==> config.mk <==
export PLATFORM = sky130hd
export DESIGN_NAME = chip8_instruction_execute_flat
export DESIGN_NICKNAME = d
export VERILOG_FILES = /design/src/rtl/c8ie_pkg.sv /design/src/rtl/c8ie_if.sv /design/src/rtl/c8ie_ram.sv /design/src/rtl/c8ie_exec.sv /design/src/rtl/chip8_instruction_execute.sv /design/src/flat_wrapper.sv
export VERILOG_INCLUDE_DIRS = /design/src /design/src/rtl
export SDC_FILE = /design/constraint.sdc
export NUM_CORES = 1
export LEC_CHECK = 0
export ABC_CLOCK_PERIOD_IN_PS = 5500
export BUFFER_PORTS_ARGS = -buffer_cell sky130_fd_sc_hd__buf_2
export CORE_MARGIN = 2
export CORE_UTILIZATION = 60
export CTS_BUF_LIST = sky130_fd_sc_hd__clkbuf_4
export DETAILED_ROUTE_END_ITERATION = 6
export PLACE_DENSITY_LB_ADDON = 0.2
export SYNTH_ARGS = -nofsm -noshare
export SYNTH_HDL_FRONTEND = slang
export SYNTH_SLANG_ARGS = --single-unit
==> constraint.sdc <==
create_clock -name i_clk -period 5.5 [get_ports i_clk]
set_clock_uncertainty 0.15 [all_clocks]
set_input_delay 0.825 -clock i_clk [delete_from_list [all_inputs] [get_ports i_clk]]
set_output_delay 0.825 -clock i_clk [all_outputs]
set_load 0.1 [all_outputs]
==> src/rtl/chip8_instruction_execute_defines.svh <==
// Assertion macros shared by the chip8_instruction_execute RTL.
// No dependencies; included by files that carry concurrent checks.
`ifndef CHIP8_INSTRUCTION_EXECUTE_DEFINES_SVH
`define CHIP8_INSTRUCTION_EXECUTE_DEFINES_SVH

// Same-cycle implication, disabled during reset
`define C8IE_ASSERT_NOW(lbl, clk, rst_n, ante, cons, msg) \
    lbl: assert property (@(posedge clk) disable iff (!rst_n) (ante) |-> (cons)) \
        else $error(msg);

// Next-cycle implication, disabled during reset
`define C8IE_ASSERT_NEXT(lbl, clk, rst_n, ante, cons, msg) \
    lbl: assert property (@(posedge clk) disable iff (!rst_n) (ante) |=> (cons)) \
        else $error(msg);

`endif

==> src/rtl/c8ie_pkg.sv <==
// Package for the CHIP-8 execute unit: widths, opcodes, constants, structs.
// No dependencies; used by c8ie_if, c8ie_exec, the top level and the bench.
package c8ie_pkg;

    localparam int OP_W      = 5;
    localparam int NIB_W     = 4;
    localparam int REG_W     = 8;
    localparam int ADDR_W    = 12;
    localparam int KEY_W     = 16;
    localparam int NUM_REGS  = 16;

    localparam int STACK_DEPTH_DEF = 16;

    localparam int CFG_ADDR_W = 3;
    localparam int CFG_DATA_W = 32;

    localparam logic [CFG_ADDR_W-3:0] CFG_IDX_START = '0;

    localparam logic [ADDR_W-1:0] START_RESET = 12'h200;
    localparam logic [ADDR_W-1:0] PC_STEP     = 12'd2;
    localparam logic [NIB_W-1:0]  FLAG_REG    = 4'hF;
    localparam logic [REG_W-1:0]  KEY_DOWN    = 8'h9E;
    localparam logic [REG_W-1:0]  KEY_UP      = 8'hA1;

    typedef enum logic [OP_W-1:0] {
        OP_RET   = 5'd0,
        OP_JMP   = 5'd1,
        OP_CALL  = 5'd2,
        OP_SKEQI = 5'd3,
        OP_SKNEI = 5'd4,
        OP_SKEQR = 5'd5,
        OP_SKNER = 5'd6,
        OP_SETNN = 5'd7,
        OP_ADDNN = 5'd8,
        OP_SETI  = 5'd9,
        OP_MOV   = 5'd10,
        OP_OR    = 5'd11,
        OP_AND   = 5'd12,
        OP_XOR   = 5'd13,
        OP_ADDC  = 5'd14,
        OP_SUBN  = 5'd15,
        OP_SHR   = 5'd16,
        OP_SHL   = 5'd17,
        OP_JMPV0 = 5'd18,
        OP_RAND  = 5'd19,
        OP_KEY   = 5'd20
    } t_op;

    // One decoded instruction
    typedef struct packed {
        logic [OP_W-1:0]  operation;
        logic [NIB_W-1:0] reg_x;
        logic [NIB_W-1:0] reg_y;
        logic [NIB_W-1:0] nibble_n;
        logic [REG_W-1:0] random_byte;
        logic [KEY_W-1:0] key_states;
    } t_item;

    // Execute outcome, also the result item payload
    typedef struct packed {
        logic [ADDR_W-1:0] next_pc;
        logic [ADDR_W-1:0] index_value;
        logic              reg_written;
        logic [NIB_W-1:0]  written_reg;
        logic [REG_W-1:0]  written_value;
        logic              flag_written;
        logic              flag_value;
        logic              stack_fault;
    } t_result;

    // Stack control from execute to the state update
    typedef struct packed {
        logic              push;
        logic              pop;
        logic [ADDR_W-1:0] push_data;
    } t_stk_ctl;

endpackage

==> src/rtl/c8ie_if.sv <==
// Valid/ready channel interfaces for instruction items and result items.
// Depends on c8ie_pkg for field widths.
interface c8ie_item_if;
    logic                           valid;
    logic                           ready;
    logic [c8ie_pkg::OP_W-1:0]      operation;
    logic [c8ie_pkg::NIB_W-1:0]     reg_x;
    logic [c8ie_pkg::NIB_W-1:0]     reg_y;
    logic [c8ie_pkg::NIB_W-1:0]     nibble_n;
    logic [c8ie_pkg::REG_W-1:0]     random_byte;
    logic [c8ie_pkg::KEY_W-1:0]     key_states;

    modport source (output valid, operation, reg_x, reg_y, nibble_n, random_byte,
                    key_states, input ready);
    modport sink (input valid, operation, reg_x, reg_y, nibble_n, random_byte,
                  key_states, output ready);
endinterface

interface c8ie_result_if;
    logic                           valid;
    logic                           ready;
    logic [c8ie_pkg::ADDR_W-1:0]    next_pc;
    logic [c8ie_pkg::ADDR_W-1:0]    index_value;
    logic                           reg_written;
    logic [c8ie_pkg::NIB_W-1:0]     written_reg;
    logic [c8ie_pkg::REG_W-1:0]     written_value;
    logic                           flag_written;
    logic                           flag_value;
    logic                           stack_fault;

    modport source (output valid, next_pc, index_value, reg_written, written_reg,
                    written_value, flag_written, flag_value, stack_fault, input ready);
    modport sink (input valid, next_pc, index_value, reg_written, written_reg,
                  written_value, flag_written, flag_value, stack_fault, output ready);
endinterface

==> src/rtl/c8ie_ram.sv <==
// Generic single-write, single-read synchronous RAM with registered read.
// No dependencies.
module c8ie_ram #(
    parameter int WIDTH = 8,
    parameter int DEPTH = 16
) (
    input  logic                     i_clk,
    input  logic                     i_we,
    input  logic [$clog2(DEPTH)-1:0] i_waddr,
    input  logic [WIDTH-1:0]         i_wdata,
    input  logic                     i_re,
    input  logic [$clog2(DEPTH)-1:0] i_raddr,
    output logic [WIDTH-1:0]         o_rdata
);

    logic [WIDTH-1:0] r_mem [DEPTH];
    logic [WIDTH-1:0] r_rdata;

    // write port
    always_ff @(posedge i_clk) begin
        if (i_we) begin
            r_mem[i_waddr] <= i_wdata;
        end
    end

    // read port, old data on same-address collision
    always_ff @(posedge i_clk) begin
        if (i_re) begin
            r_rdata <= r_mem[i_raddr];
        end
    end

    assign o_rdata = r_rdata;

endmodule

==> src/rtl/c8ie_exec.sv <==
// Instruction execute logic: computes next PC, index, register/flag writes, stack ops.
// Depends on c8ie_pkg; operands come from the register file and stack memories.
module c8ie_exec #(
    parameter int STACK_DEPTH = c8ie_pkg::STACK_DEPTH_DEF
) (
    input  c8ie_pkg::t_item                    i_item,
    input  logic [c8ie_pkg::REG_W-1:0]         i_vx,
    input  logic [c8ie_pkg::REG_W-1:0]         i_vy,
    input  logic [c8ie_pkg::ADDR_W-1:0]        i_stk_top,
    input  logic [c8ie_pkg::ADDR_W-1:0]        i_pc,
    input  logic [c8ie_pkg::ADDR_W-1:0]        i_index,
    input  logic [$clog2(STACK_DEPTH+1)-1:0]   i_level,
    output c8ie_pkg::t_result                  o_res,
    output c8ie_pkg::t_stk_ctl                 o_stk
);

    localparam int LVL_W = $clog2(STACK_DEPTH + 1);

    logic [c8ie_pkg::REG_W-1:0]  nn;
    logic [c8ie_pkg::ADDR_W-1:0] nnn;
    logic [c8ie_pkg::ADDR_W-1:0] pc_fetch;
    logic [c8ie_pkg::REG_W:0]    sum;
    logic                        pressed;
    logic                        skip;
    logic                        wr;
    logic [c8ie_pkg::REG_W-1:0]  wval;

    assign nn       = {i_item.reg_y, i_item.nibble_n};
    assign nnn      = {i_item.reg_x, i_item.reg_y, i_item.nibble_n};
    assign pc_fetch = i_pc + c8ie_pkg::PC_STEP;
    assign sum      = {1'b0, i_vx} + {1'b0, i_vy};
    assign pressed  = i_item.key_states[i_vx[c8ie_pkg::NIB_W-1:0]];

    // opcode decode
    always_comb begin
        o_res              = '0;
        o_stk              = '0;
        o_res.next_pc      = pc_fetch;
        o_res.index_value  = i_index;
        o_stk.push_data    = pc_fetch;
        skip               = 1'b0;
        wr                 = 1'b0;
        wval               = '0;
        unique case (i_item.operation)
            c8ie_pkg::OP_RET: begin
                if (i_level == '0) begin
                    o_res.stack_fault = 1'b1;
                end else begin
                    o_stk.pop     = 1'b1;
                    o_res.next_pc = i_stk_top;
                end
            end
            c8ie_pkg::OP_JMP: o_res.next_pc = nnn;
            c8ie_pkg::OP_CALL: begin
                if (i_level >= LVL_W'(STACK_DEPTH)) begin
                    o_res.stack_fault = 1'b1;
                end else begin
                    o_stk.push    = 1'b1;
                    o_res.next_pc = nnn;
                end
            end
            c8ie_pkg::OP_SKEQI: skip = (i_vx == nn);
            c8ie_pkg::OP_SKNEI: skip = (i_vx != nn);
            c8ie_pkg::OP_SKEQR: skip = (i_vx == i_vy);
            c8ie_pkg::OP_SKNER: skip = (i_vx != i_vy);
            c8ie_pkg::OP_SETNN: begin
                wr   = 1'b1;
                wval = nn;
            end
            c8ie_pkg::OP_ADDNN: begin
                wr   = 1'b1;
                wval = i_vx + nn;
            end
            c8ie_pkg::OP_SETI: o_res.index_value = nnn;
            c8ie_pkg::OP_MOV: begin
                wr   = 1'b1;
                wval = i_vy;
            end
            c8ie_pkg::OP_OR: begin
                wr   = 1'b1;
                wval = i_vx | i_vy;
            end
            c8ie_pkg::OP_AND: begin
                wr   = 1'b1;
                wval = i_vx & i_vy;
            end
            c8ie_pkg::OP_XOR: begin
                wr   = 1'b1;
                wval = i_vx ^ i_vy;
            end
            c8ie_pkg::OP_ADDC: begin
                wr                 = 1'b1;
                wval               = sum[c8ie_pkg::REG_W-1:0];
                o_res.flag_written = 1'b1;
                o_res.flag_value   = sum[c8ie_pkg::REG_W];
            end
            c8ie_pkg::OP_SUBN: begin
                wr                 = 1'b1;
                wval               = i_vy - i_vx;
                o_res.flag_written = 1'b1;
                o_res.flag_value   = (i_vy >= i_vx);
            end
            c8ie_pkg::OP_SHR: begin
                wr                 = 1'b1;
                wval               = i_vy >> 1;
                o_res.flag_written = 1'b1;
                o_res.flag_value   = i_vy[0];
            end
            c8ie_pkg::OP_SHL: begin
                wr                 = 1'b1;
                wval               = i_vy << 1;
                o_res.flag_written = 1'b1;
                o_res.flag_value   = i_vy[c8ie_pkg::REG_W-1];
            end
            // i_vy carries V0 for this opcode
            c8ie_pkg::OP_JMPV0: o_res.next_pc = nnn + c8ie_pkg::ADDR_W'(i_vy);
            c8ie_pkg::OP_RAND: begin
                wr   = 1'b1;
                wval = i_item.random_byte & nn;
            end
            c8ie_pkg::OP_KEY: begin
                if (nn == c8ie_pkg::KEY_DOWN) begin
                    skip = pressed;
                end else if (nn == c8ie_pkg::KEY_UP) begin
                    skip = !pressed;
                end
            end
            default: ;
        endcase

        if (skip) begin
            o_res.next_pc = pc_fetch + c8ie_pkg::PC_STEP;
        end
        o_res.reg_written   = wr;
        o_res.written_reg   = wr ? i_item.reg_x : '0;
        o_res.written_value = wval;
    end

endmodule

==> src/rtl/chip8_instruction_execute.sv <==
// CHIP-8 execute unit. Takes one decoded instruction item per clock while the result
// channel is not stalled and returns one result item per instruction: the PC after the
// fetch advance and the instruction, the index register, any VX or VF write and a stack
// fault flag. Each item passes the register file and stack memory read, then execute into
// the output register; sustained rate is one item per cycle while o_result.ready holds, set
// by the single read-modify-write pass through the register file memory, with forwarding of
// the previous instruction's write. No clearing pass after reset: per-entry valid bits make
// unwritten registers read as zero. start_address is readable and writable on the APB port;
// reset loads the PC with 0x200. V0..VE live in memory, VF in a flop. Stack depth is set by STACK_DEPTH.
// Depends on c8ie_pkg, c8ie_if, c8ie_ram, c8ie_exec and the defines header.
`include "chip8_instruction_execute_defines.svh"

module chip8_instruction_execute #(
    parameter int STACK_DEPTH = c8ie_pkg::STACK_DEPTH_DEF
) (
    input  logic                              i_clk,
    input  logic                              i_rst_n,
    input  logic                              psel,
    input  logic                              penable,
    input  logic                              pwrite,
    input  logic [c8ie_pkg::CFG_ADDR_W-1:0]   paddr,
    input  logic [c8ie_pkg::CFG_DATA_W-1:0]   pwdata,
    output logic [c8ie_pkg::CFG_DATA_W-1:0]   prdata,
    output logic                              pready,
    c8ie_item_if.sink                         i_item,
    c8ie_result_if.source                     o_result
);

    localparam int LVL_W = $clog2(STACK_DEPTH + 1);
    localparam int SP_W  = $clog2(STACK_DEPTH);
    localparam int RI_W  = c8ie_pkg::NIB_W;
    localparam int RW    = c8ie_pkg::REG_W;
    localparam int AW    = c8ie_pkg::ADDR_W;

    // handshake and pipeline control
    logic                  in_acc;
    logic                  in_rdy;
    logic                  s1_adv;
    c8ie_pkg::t_item       in_item;

    // stage 1 (memory data valid) and output register
    logic                  r_s1_vld;
    c8ie_pkg::t_item       r_s1;
    logic [RI_W-1:0]       r_s1_ra;
    logic [RI_W-1:0]       r_s1_rb;
    logic [SP_W-1:0]       r_s1_sa;
    logic                  r_out_vld;
    c8ie_pkg::t_result     r_out;

    // architectural state in flops
    logic [AW-1:0]         r_pc;
    logic [AW-1:0]         r_index;
    logic [LVL_W-1:0]      r_level;
    logic [LVL_W-1:0]      n_level;
    logic [LVL_W-1:0]      exec_level;
    logic [RW-1:0]         r_vf;
    logic [c8ie_pkg::NUM_REGS-1:0] r_rf_vld;
    logic [AW-1:0]         r_start_addr;

    // forwarding records of the write made at the accept edge
    logic                  r_fwd_vld;
    logic [RI_W-1:0]       r_fwd_addr;
    logic [RW-1:0]         r_fwd_data;
    logic                  r_sfwd_vld;
    logic [SP_W-1:0]       r_sfwd_addr;
    logic [AW-1:0]         r_sfwd_data;

    // memory ports
    logic [RI_W-1:0]       rd_b_addr;
    logic [SP_W-1:0]       stk_raddr;
    logic [RW-1:0]         rf_a_data;
    logic [RW-1:0]         rf_b_data;
    logic [AW-1:0]         stk_rdata;
    logic                  rf_we;
    logic                  stk_we;
    logic [SP_W-1:0]       stk_waddr;

    // execute operands and outcome
    logic [RW-1:0]         vx;
    logic [RW-1:0]         vy;
    logic [AW-1:0]         stk_top;
    c8ie_pkg::t_result     res;
    c8ie_pkg::t_stk_ctl    stk;

    // config
    logic                  cfg_hit;

    // ---------------- handshake ----------------
    assign in_item.operation   = i_item.operation;
    assign in_item.reg_x       = i_item.reg_x;
    assign in_item.reg_y       = i_item.reg_y;
    assign in_item.nibble_n    = i_item.nibble_n;
    assign in_item.random_byte = i_item.random_byte;
    assign in_item.key_states  = i_item.key_states;

    assign s1_adv       = r_s1_vld && (!r_out_vld || o_result.ready);
    assign in_rdy       = !r_s1_vld || s1_adv;
    assign in_acc       = i_item.valid && in_rdy;
    assign i_item.ready = in_rdy;

    // ---------------- memory addressing ----------------
    // port B fetches V0 for jump-plus-V0
    assign rd_b_addr = (i_item.operation == c8ie_pkg::OP_JMPV0) ? '0 : i_item.reg_y;

    // stack level after the instruction now executing
    always_comb begin
        exec_level = r_level;
        if (stk.push) begin
            exec_level = r_level + LVL_W'(1);
        end else if (stk.pop) begin
            exec_level = r_level - LVL_W'(1);
        end
    end
    assign n_level   = s1_adv ? exec_level : r_level;
    assign stk_raddr = SP_W'(n_level - LVL_W'(1));

    assign rf_we     = s1_adv && res.reg_written && (r_s1.reg_x != c8ie_pkg::FLAG_REG);
    assign stk_we    = s1_adv && stk.push;
    assign stk_waddr = r_level[SP_W-1:0];

    // two copies of V0..VE give two read ports
    c8ie_ram #(.WIDTH(RW), .DEPTH(c8ie_pkg::NUM_REGS)) u_rf_a (
        .i_clk   (i_clk),
        .i_we    (rf_we),
        .i_waddr (r_s1.reg_x),
        .i_wdata (res.written_value),
        .i_re    (in_acc),
        .i_raddr (i_item.reg_x),
        .o_rdata (rf_a_data)
    );

    c8ie_ram #(.WIDTH(RW), .DEPTH(c8ie_pkg::NUM_REGS)) u_rf_b (
        .i_clk   (i_clk),
        .i_we    (rf_we),
        .i_waddr (r_s1.reg_x),
        .i_wdata (res.written_value),
        .i_re    (in_acc),
        .i_raddr (rd_b_addr),
        .o_rdata (rf_b_data)
    );

    c8ie_ram #(.WIDTH(AW), .DEPTH(STACK_DEPTH)) u_stack (
        .i_clk   (i_clk),
        .i_we    (stk_we),
        .i_waddr (stk_waddr),
        .i_wdata (stk.push_data),
        .i_re    (in_acc),
        .i_raddr (stk_raddr),
        .o_rdata (stk_rdata)
    );

    // ---------------- operand select: VF flop, forward, valid bit ----------------
    always_comb begin
        if (r_s1_ra == c8ie_pkg::FLAG_REG) begin
            vx = r_vf;
        end else if (r_fwd_vld && (r_fwd_addr == r_s1_ra)) begin
            vx = r_fwd_data;
        end else if (r_rf_vld[r_s1_ra]) begin
            vx = rf_a_data;
        end else begin
            vx = '0;
        end

        if (r_s1_rb == c8ie_pkg::FLAG_REG) begin
            vy = r_vf;
        end else if (r_fwd_vld && (r_fwd_addr == r_s1_rb)) begin
            vy = r_fwd_data;
        end else if (r_rf_vld[r_s1_rb]) begin
            vy = rf_b_data;
        end else begin
            vy = '0;
        end

        if (r_sfwd_vld && (r_sfwd_addr == r_s1_sa)) begin
            stk_top = r_sfwd_data;
        end else begin
            stk_top = stk_rdata;
        end
    end

    c8ie_exec #(.STACK_DEPTH(STACK_DEPTH)) u_exec (
        .i_item    (r_s1),
        .i_vx      (vx),
        .i_vy      (vy),
        .i_stk_top (stk_top),
        .i_pc      (r_pc),
        .i_index   (r_index),
        .i_level   (r_level),
        .o_res     (res),
        .o_stk     (stk)
    );

    // ---------------- control state ----------------
    always_ff @(posedge i_clk) begin
        if (!i_rst_n) begin
            r_s1_vld   <= 1'b0;
            r_out_vld  <= 1'b0;
            r_pc       <= c8ie_pkg::START_RESET;
            r_index    <= '0;
            r_level    <= '0;
            r_vf       <= '0;
            r_rf_vld   <= '0;
            r_fwd_vld  <= 1'b0;
            r_sfwd_vld <= 1'b0;
        end else begin
            if (in_acc) begin
                r_s1_vld   <= 1'b1;
                r_fwd_vld  <= rf_we;
                r_sfwd_vld <= stk_we;
            end else if (s1_adv) begin
                r_s1_vld   <= 1'b0;
            end

            if (s1_adv) begin
                r_out_vld <= 1'b1;
            end else if (o_result.ready) begin
                r_out_vld <= 1'b0;
            end

            // commit architectural state
            if (s1_adv) begin
                r_pc    <= res.next_pc;
                r_index <= res.index_value;
                r_level <= exec_level;
                if (res.flag_written) begin
                    r_vf <= RW'(res.flag_value);
                end else if (res.reg_written && (r_s1.reg_x == c8ie_pkg::FLAG_REG)) begin
                    r_vf <= res.written_value;
                end
            end
            if (rf_we) begin
                r_rf_vld[r_s1.reg_x] <= 1'b1;
            end
        end
    end

    // ---------------- payload registers ----------------
    always_ff @(posedge i_clk) begin
        if (in_acc) begin
            r_s1        <= in_item;
            r_s1_ra     <= i_item.reg_x;
            r_s1_rb     <= rd_b_addr;
            r_s1_sa     <= stk_raddr;
            r_fwd_addr  <= r_s1.reg_x;
            r_fwd_data  <= res.written_value;
            r_sfwd_addr <= stk_waddr;
            r_sfwd_data <= stk.push_data;
        end
        if (s1_adv) begin
            r_out <= res;
        end
    end

    // ---------------- result channel ----------------
    assign o_result.valid         = r_out_vld;
    assign o_result.next_pc       = r_out.next_pc;
    assign o_result.index_value   = r_out.index_value;
    assign o_result.reg_written   = r_out.reg_written;
    assign o_result.written_reg   = r_out.written_reg;
    assign o_result.written_value = r_out.reg_written ? r_out.written_value : '0;
    assign o_result.flag_written  = r_out.flag_written;
    assign o_result.flag_value    = r_out.flag_value;
    assign o_result.stack_fault   = r_out.stack_fault;

    // ---------------- APB config ----------------
    assign cfg_hit = (paddr[c8ie_pkg::CFG_ADDR_W-1:2] == c8ie_pkg::CFG_IDX_START);
    assign pready  = 1'b1;
    assign prdata  = cfg_hit ? c8ie_pkg::CFG_DATA_W'(r_start_addr) : '0;

    always_ff @(posedge i_clk) begin
        if (!i_rst_n) begin
            r_start_addr <= c8ie_pkg::START_RESET;
        end else if (psel && penable && pwrite && cfg_hit) begin
            r_start_addr <= pwdata[AW-1:0];
        end
    end

    // ---------------- assertions ----------------
    `C8IE_ASSERT_NOW(a_level_bound, i_clk, i_rst_n, 1'b1, r_level <= LVL_W'(STACK_DEPTH), "stack level beyond depth")
    `C8IE_ASSERT_NOW(a_accept_moves, i_clk, i_rst_n, in_acc && r_s1_vld, s1_adv, "item accepted over a held stage")
    `C8IE_ASSERT_NEXT(a_rf_valid, i_clk, i_rst_n, rf_we, r_rf_vld[$past(r_s1.reg_x)], "written register not marked valid")
    `C8IE_ASSERT_NEXT(a_push_level, i_clk, i_rst_n, s1_adv && stk.push, r_level == $past(r_level) + LVL_W'(1), "push did not raise level")
    `C8IE_ASSERT_NEXT(a_fault_level, i_clk, i_rst_n, s1_adv && res.stack_fault, $stable(r_level), "faulted stack op changed level")

endmodule

==> src/flat_wrapper.sv <==
// flat-port wrapper written by rule: the top's interface ports become plain ports
module chip8_instruction_execute_flat 
#(
    parameter int STACK_DEPTH = c8ie_pkg::STACK_DEPTH_DEF
)
  (i_clk, i_rst_n, psel, penable, pwrite, paddr, pwdata, prdata, pready, i_item_valid, i_item_operation, i_item_reg_x, i_item_reg_y, i_item_nibble_n, i_item_random_byte, i_item_key_states, i_item_ready, o_result_valid, o_result_next_pc, o_result_index_value, o_result_reg_written, o_result_written_reg, o_result_written_value, o_result_flag_written, o_result_flag_value, o_result_stack_fault, o_result_ready);
  c8ie_item_if i_item_i ();
  c8ie_result_if o_result_i ();
  input  logic i_clk;
  input  logic i_rst_n;
  input  logic psel;
  input  logic penable;
  input  logic pwrite;
  input  logic [c8ie_pkg::CFG_ADDR_W-1:0] paddr;
  input  logic [c8ie_pkg::CFG_DATA_W-1:0] pwdata;
  output logic [c8ie_pkg::CFG_DATA_W-1:0] prdata;
  output logic pready;
  input wire logic [$bits(i_item_i.valid)-1:0] i_item_valid;
  input wire logic [$bits(i_item_i.operation)-1:0] i_item_operation;
  input wire logic [$bits(i_item_i.reg_x)-1:0] i_item_reg_x;
  input wire logic [$bits(i_item_i.reg_y)-1:0] i_item_reg_y;
  input wire logic [$bits(i_item_i.nibble_n)-1:0] i_item_nibble_n;
  input wire logic [$bits(i_item_i.random_byte)-1:0] i_item_random_byte;
  input wire logic [$bits(i_item_i.key_states)-1:0] i_item_key_states;
  output wire logic [$bits(i_item_i.ready)-1:0] i_item_ready;
  output wire logic [$bits(o_result_i.valid)-1:0] o_result_valid;
  output wire logic [$bits(o_result_i.next_pc)-1:0] o_result_next_pc;
  output wire logic [$bits(o_result_i.index_value)-1:0] o_result_index_value;
  output wire logic [$bits(o_result_i.reg_written)-1:0] o_result_reg_written;
  output wire logic [$bits(o_result_i.written_reg)-1:0] o_result_written_reg;
  output wire logic [$bits(o_result_i.written_value)-1:0] o_result_written_value;
  output wire logic [$bits(o_result_i.flag_written)-1:0] o_result_flag_written;
  output wire logic [$bits(o_result_i.flag_value)-1:0] o_result_flag_value;
  output wire logic [$bits(o_result_i.stack_fault)-1:0] o_result_stack_fault;
  input wire logic [$bits(o_result_i.ready)-1:0] o_result_ready;
  assign i_item_i.valid = i_item_valid;
  assign i_item_i.operation = i_item_operation;
  assign i_item_i.reg_x = i_item_reg_x;
  assign i_item_i.reg_y = i_item_reg_y;
  assign i_item_i.nibble_n = i_item_nibble_n;
  assign i_item_i.random_byte = i_item_random_byte;
  assign i_item_i.key_states = i_item_key_states;
  assign i_item_ready = i_item_i.ready;
  assign o_result_valid = o_result_i.valid;
  assign o_result_next_pc = o_result_i.next_pc;
  assign o_result_index_value = o_result_i.index_value;
  assign o_result_reg_written = o_result_i.reg_written;
  assign o_result_written_reg = o_result_i.written_reg;
  assign o_result_written_value = o_result_i.written_value;
  assign o_result_flag_written = o_result_i.flag_written;
  assign o_result_flag_value = o_result_i.flag_value;
  assign o_result_stack_fault = o_result_i.stack_fault;
  assign o_result_i.ready = o_result_ready;
  chip8_instruction_execute #(.STACK_DEPTH(STACK_DEPTH)) u_core (.i_clk(i_clk), .i_rst_n(i_rst_n), .psel(psel), .penable(penable), .pwrite(pwrite), .paddr(paddr), .pwdata(pwdata), .prdata(prdata), .pready(pready), .i_item(i_item_i), .o_result(o_result_i));
endmodule
Word-level counts from Yosys, hierarchy flattened
Memory sizes are Yosys's and may differ from the RTL's. A register that Yosys moved wholly into a read port is not among the register bits.
Index checks and enable logic that the tools add are counted.

storage, ports and cells
  output and inout port bits = 75
  register bits = 186
  memory bits (read-only) = 0
  bits in latches = 0
  word-level logic and storage cells = 161
  memories kept = 3
  input port bits = 83
  memory bits (writable) = 448

memories
  memory                words  bits a word  read ports  clocked after Yosys merged registers in  write ports  line            RTL
  u_core.u_stack.r_mem  16     12           1           1                                        1            c8ie_ram.sv:16  logic [WIDTH-1:0] r_mem [DEPTH];
  u_core.u_rf_a.r_mem   16     8            1           1                                        1            c8ie_ram.sv:16
  u_core.u_rf_b.r_mem   16     8            1           1                                        1            c8ie_ram.sv:16

cells by class
  bitwise operators = 6
  multiply operators = 0
  reductions and logical operators = 25
  muxes and demuxes = 49
  divide/modulo/power cells = 0
  shift operators = 0
  $add $sub $neg = 9
  equal/unequal tests = 33
  $lt $le $gt $ge = 6

operators by type and width
  kind                                                                   count
  8-bit case mux with 11 select lines                                    1
  12-bit two-way mux                                                     6
  8-bit two-way mux                                                      9
  12-bit case mux with 4 select lines                                    1
  5-bit by 4-bit equality test with 1-bit output, second input constant  8
  5-bit equality test, second input constant                             6
  12-bit by 2-bit adder with 12-bit output, second input constant        2
  1-bit two-way mux                                                      21
  5-bit by 3-bit equality test with 1-bit output, second input constant  4
  8-bit bitwise AND                                                      2
  8-bit equality test                                                    2
  8-bit equality test, second input constant                             2
  8-bit != test                                                          2
  16-bit bitwise OR                                                      1
  4-bit by 5-bit < comparator with 1-bit output, second input constant   3
  5-bit two-way mux                                                      3
  1-bit logical AND                                                      13
  12-bit by 8-bit adder with 12-bit output                               1
  1-bit binary-select mux with 4-bit select                              3
  4-bit equality test                                                    3
  11-bit OR reduction                                                    1
  5-bit by 2-bit equality test with 1-bit output, second input constant  2
  5-bit logical NOT                                                      2
  8-bit by 8-bit adder with 9-bit output                                 1
  other kinds (23)                                                       29

Logic depth before layout (Yosys ltp)
  word-level depth = 12
  mapped depth = 21
  mapped depth without buffers = 20

Modules after synthesis
A second synthesis with hierarchy kept.

second synthesis, totals
  cells, all modules = 1,877
  area, all modules = 29,261.8 um^2

by module, submodules not included
  module                        cells each  seq. area each (um^2)  instances  area each (um^2)
  c8ie_ram (u_core.u_rf_a ...)  229         4,083.9                2          5,227.5
  chip8_instruction_execute     630         4,894.7                1          7,781.2
  c8ie_ram (u_core.u_stack)     329         6,125.9                1          7,719.9
  c8ie_exec                     460         0.0                    1          3,305.7

Least setup slack after synthesis
Ideal clock, no wire load.

  path kind = reg2reg
  start point = register u_core.r_out_vld, in the netlist u_core.o_result.valid
  end point = register u_core.u_stack.r_rdata[10], in the netlist u_core.u_stack.o_rdata[10] (read register of u_core.u_stack.r_mem) (data pin)
  cell stages (with the launch flop) = 14
  arrival time = 4,351 ps
  clock period less this slack = 4,773 ps
  setup slack = 727 ps
  setup time = 272 ps
  buffers on the path = 3
  data required time = 5,078 ps
  path through = dfxtp_1 nor2b_1 nand2b_1 nor4_1 nor2_1 xnor2_1 inv_2 clkbuf_1 ha_1 xor2_1 buf_2 buf_2 mux4_2 mux4_2

between the ends
  word-level cells in the longest chain between the ends = 5
  elaborated cells between the ends (all ways) = 7
  classes of those cells = 1 x add/sub; 1 x mux; 5 x reduce/logical

RTL lines
  element                                      line                              RTL
  from (decl)                                  chip8_instruction_execute.sv:47   logic r_out_vld;
  from (signal assigned)                       chip8_instruction_execute.sv:197  r_out_vld <= 1'b0;
  from (signal assigned)                       chip8_instruction_execute.sv:215  r_out_vld <= 1'b1;
  from (signal assigned)                       chip8_instruction_execute.sv:217  r_out_vld <= 1'b0;
  1-bit logical NOT                            chip8_instruction_execute.sv:96   assign s1_adv = r_s1_vld && (!r_out_vld || o_result.ready);
  1-bit logical OR                             chip8_instruction_execute.sv:96
  1-bit logical AND                            chip8_instruction_execute.sv:96
  5-bit two-way mux                            -
  4-bit by 1-bit subtractor with 4-bit output  chip8_instruction_execute.sv:115  assign stk_raddr = SP_W'(n_level - LVL_W'(1));
  named net u_core.stk_raddr[0]                chip8_instruction_execute.sv:70   logic [SP_W-1:0] stk_raddr;
  to (decl)                                    c8ie_ram.sv:17                    logic [WIDTH-1:0] r_rdata;

The timed path passes the listed nets, and every way through them passes these cells.
A chain may end at the register's enable or synchronous reset.

==> results.cfg <==
[setup_path]
path_delay_family = compound AO/OA/AOI/OAI gates
path_cells = mux2i_1 -> mux4_2 -> mux2i_1 -> and2b_4 -> a22oi_1 -> o21ai_0 -> ha_1 -> nor4_1 -> buf_4 -> a21oi_1 -> a31oi_1 -> o311a_1 -> nand2_4 -> buf_4 -> o311ai_0 -> buf_4
crit_path_frequent_cell = buf_4
r2r-end = u_core.o_result.next_pc[8]
critical_path_buf_inv_count = 3
worstRegToRegCells = 16
endpoint_kind = flip-flop
critPathMaxStageDelay_ns = 0.75
required_ns = 6.09
worstPathMaxFanout = 13
worstPathArrival_ns = 5.83
rrSetupSlack_ns = 0.26
r2r_start = u_core.r_s1[32]
start_kind = flip-flop
critPathKind = flip-flop to flip-flop
cp_slowest_cell = edfxtp_1

[power]
p_leak_nw = 10.30
power_density_nw_per_um2 = 320.0
p_total_w = 0.009151
peakVddDrop_v = 0.0001924

[synth]
yosysSeqAreaShare_pct = 61.14
ys_ff_latch = 534
synthDistinctLibCells = 82
synth_area_leaders = edfxtp_1 (56%), mux4_2 (9.6%), dfxtp_1 (5.5%)
synth_top_area_share_pct = 55.64
ys_warn_count = 0
synth.cell_area_um2 = 25100
yosysTopAreaCell = edfxtp_1
yosys-top-cells-count = edfxtp_1 (465), nand2_1 (150), a21oi_1 (135), nor2_1 (109), mux4_2 (107)
synth_ff_type = edfxtp_1
syn_area_per_cell_um2 = 13.79
async_flop_share_pct = 0
synth_edf_count = 465
synthCells = 1820
yosysMostFrequentCell = edfxtp_1

[drt]
drc = 0
drt_iter0_drc = 2088
vias = 16835
routed_wl_um = 65130
wire_per_inst_um = 23.97
firstDrtPassIters = 6
via_per_inst = 6.196
ant_nets = 0

[global_route]
grt_pass1_vias = 16995
track_usage_pct = 30.28
gr-total-overflow = 0
grt_pass1_wl_um = 98160
antenna_found_initial = 2
grt_start_max_net_pins = 78

[sta]
fin_ws_ns = 0.2573
finalMaxSlewViolations = 0
slew_headroom_pct = 23.35
tns_ns = 0
rsz0062_at_grt = no
hold_viol = 0
layout_worst_path_cycle_share_pct = 95.32
fmax_mhz = 190.7
period_needed_ns = 5.243
setup_viol_count_final = 0
worst_pin_slew_ns = 1.146

[cts]
cts_tree = done
insertion_delay_ns = 0.88
cts-root-buf = clkbuf_4
numCtsBuffers = 139
clkTransAtPathRegs_ns = 0.07
clockBufferDepth = 3
htreeDepth = 4
cts_num_sinks = 534

[die]
start_util_pct = 61.19
placementRows = 74
io_pins = 158
fp.dieW_um = 208.5
dieHeight_um = 208.5
die-area_um2 = 43480
core_um2 = 41020

[placed_design]
post-place-ws_ns = 0.3358
post-place-cells = 2435
post-dp-hpwl_um = 42800
gp_congestion = 0.9843
io_buffers = 114

[finish]
multiInputGateArea_um2 = 8961
regMostFlops = u_core.u_stack.r_mem
nets = 2219
finalNonFillerCells = 2717
regArea_um2 = 15340
area_delta_synth_final_pct = 13.96
fillers = 2813
reg.largest.list = u_core.u_stack.r_mem (192), u_core.u_rf_b.r_mem (128), u_core.r_s1 (41)
drive_above_1_share_pct = 26.97
largest_register_ffs = 192

[worst_hold_path]
hold_path.startpoint = pwdata[1]
hp-class = primary input to flip-flop
hold_depth = 3
min_to = u_core.r_start_addr[1]

[flow_run]
maxCapViolCount = 0

[outcome]
status = completed
power breakdown:
group	switching, W	internal, W	total (W)	leakage [nW]
clock	0.00158	0.00192	0.00350	1.08
sequential	0.0000706	0.00454	0.00461	4.80
combinational	0.000679	0.000364	0.00104	4.42
layer usage:
metal  global-route usage (%)  part of all wire, %  vias to the layer above
met5                        0                0.025                        -
met4                    13.07                  2.9                        2
met3                    7.819                  8.7                      132
met2                    48.55                   49                      864
met1                    39.49                   40                     8293
li1                         -                    -                     7544
area by class of cell:
class | count | area share, %
clock inverters | 39 | 1.041
inverters | 59 | 0.7831
well taps | 532 | 2.327
multi-input cells | 1115 | 31.33
diodes | 1 | 0.008749
repair buffers | 235 | 5.556
flip-flops and latches | 534 | 53.65
clock buffers | 202 | 5.302
worst reg2reg max path, cell delays in order (launching register included):
cell and delay (ns):
edfxtp_1 0.75, mux2i_1 0.20, mux4_2 0.54, mux2i_1 0.29
and2b_4 0.23, a22oi_1 0.06, o21ai_0 0.39, ha_1 0.36
nor4_1 0.29, buf_4 0.18, a21oi_1 0.06, a31oi_1 0.28
o311a_1 0.46, nand2_4 0.07, buf_4 0.18, o311ai_0 0.43
buf_4 0.20
how the worst max path moves through the flow:
stage                     startpoint                    endpoint  cells past startpoint
6_report             u_core.r_s1[32]  u_core.o_result.next_pc[8]                     16
5_1_grt            u_core.r_s1_rb[0]              u_core.r_pc[8]                     20
4_1_cts            u_core.r_s1_rb[0]  u_core.o_result.next_pc[8]                     15
3_5_place_dp       u_core.r_s1_rb[0]  u_core.o_result.next_pc[8]                     15
3_3_place_gp       u_core.r_s1_rb[0]  u_core.o_result.next_pc[8]                     15
2_1_floorplan  u_core.o_result.valid  u_core.u_stack.o_rdata[10]                     13
timing repair:
item                                    in CTS  in global routing
resized for setup                            0                  2
hold buffers                                39                  0
endpoints found under the setup margin       0                  3
setup buffers                                0                  1
hold endpoints to repair                    39                  0
cells by family after synthesis:
kind of cell / Yosys count / share of synthesized area (%)
mux: 193 / 13.30
simple gates: 429 / 8.066
compound gates: 363 / 9.193
flops: 534 / 61.14
buf+inv: 198 / 3.849
other cells: 2 / 0.02992
fa+ha+maj: 52 / 2.712
xor+xnor: 49 / 1.710
cells in the final DEF, fill, tap and decap left out, drive strengths merged, types with 39 or more instances in the layout:
| master | instances |
|---|---|
| dfxtp | 69 |
| a21oi | 135 |
| dlygate4sd3 | 39 |
| mux4 | 107 |
| ha | 48 |
| o21ai | 69 |
| nor2 | 110 |
| clkbuf | 202 |
| inv | 63 |
| mux2 | 41 |
| buf | 196 |
| nand2 | 151 |
| mux2i | 45 |
| edfxtp | 465 |
through the flow:
step	area, µm²	utilization [%]	hold slack, ns
final	28600	69.73	0.05879
after global routing	28600	69.73	0.02409
after global placement	26380	64.32	0.2878
after floorplan	25200	-	0.2744
after detailed placement	26380	64.32	0.2934
after CTS	28590	69.70	0.004214
No activity file was read; power rests on OpenSTA's default activity.
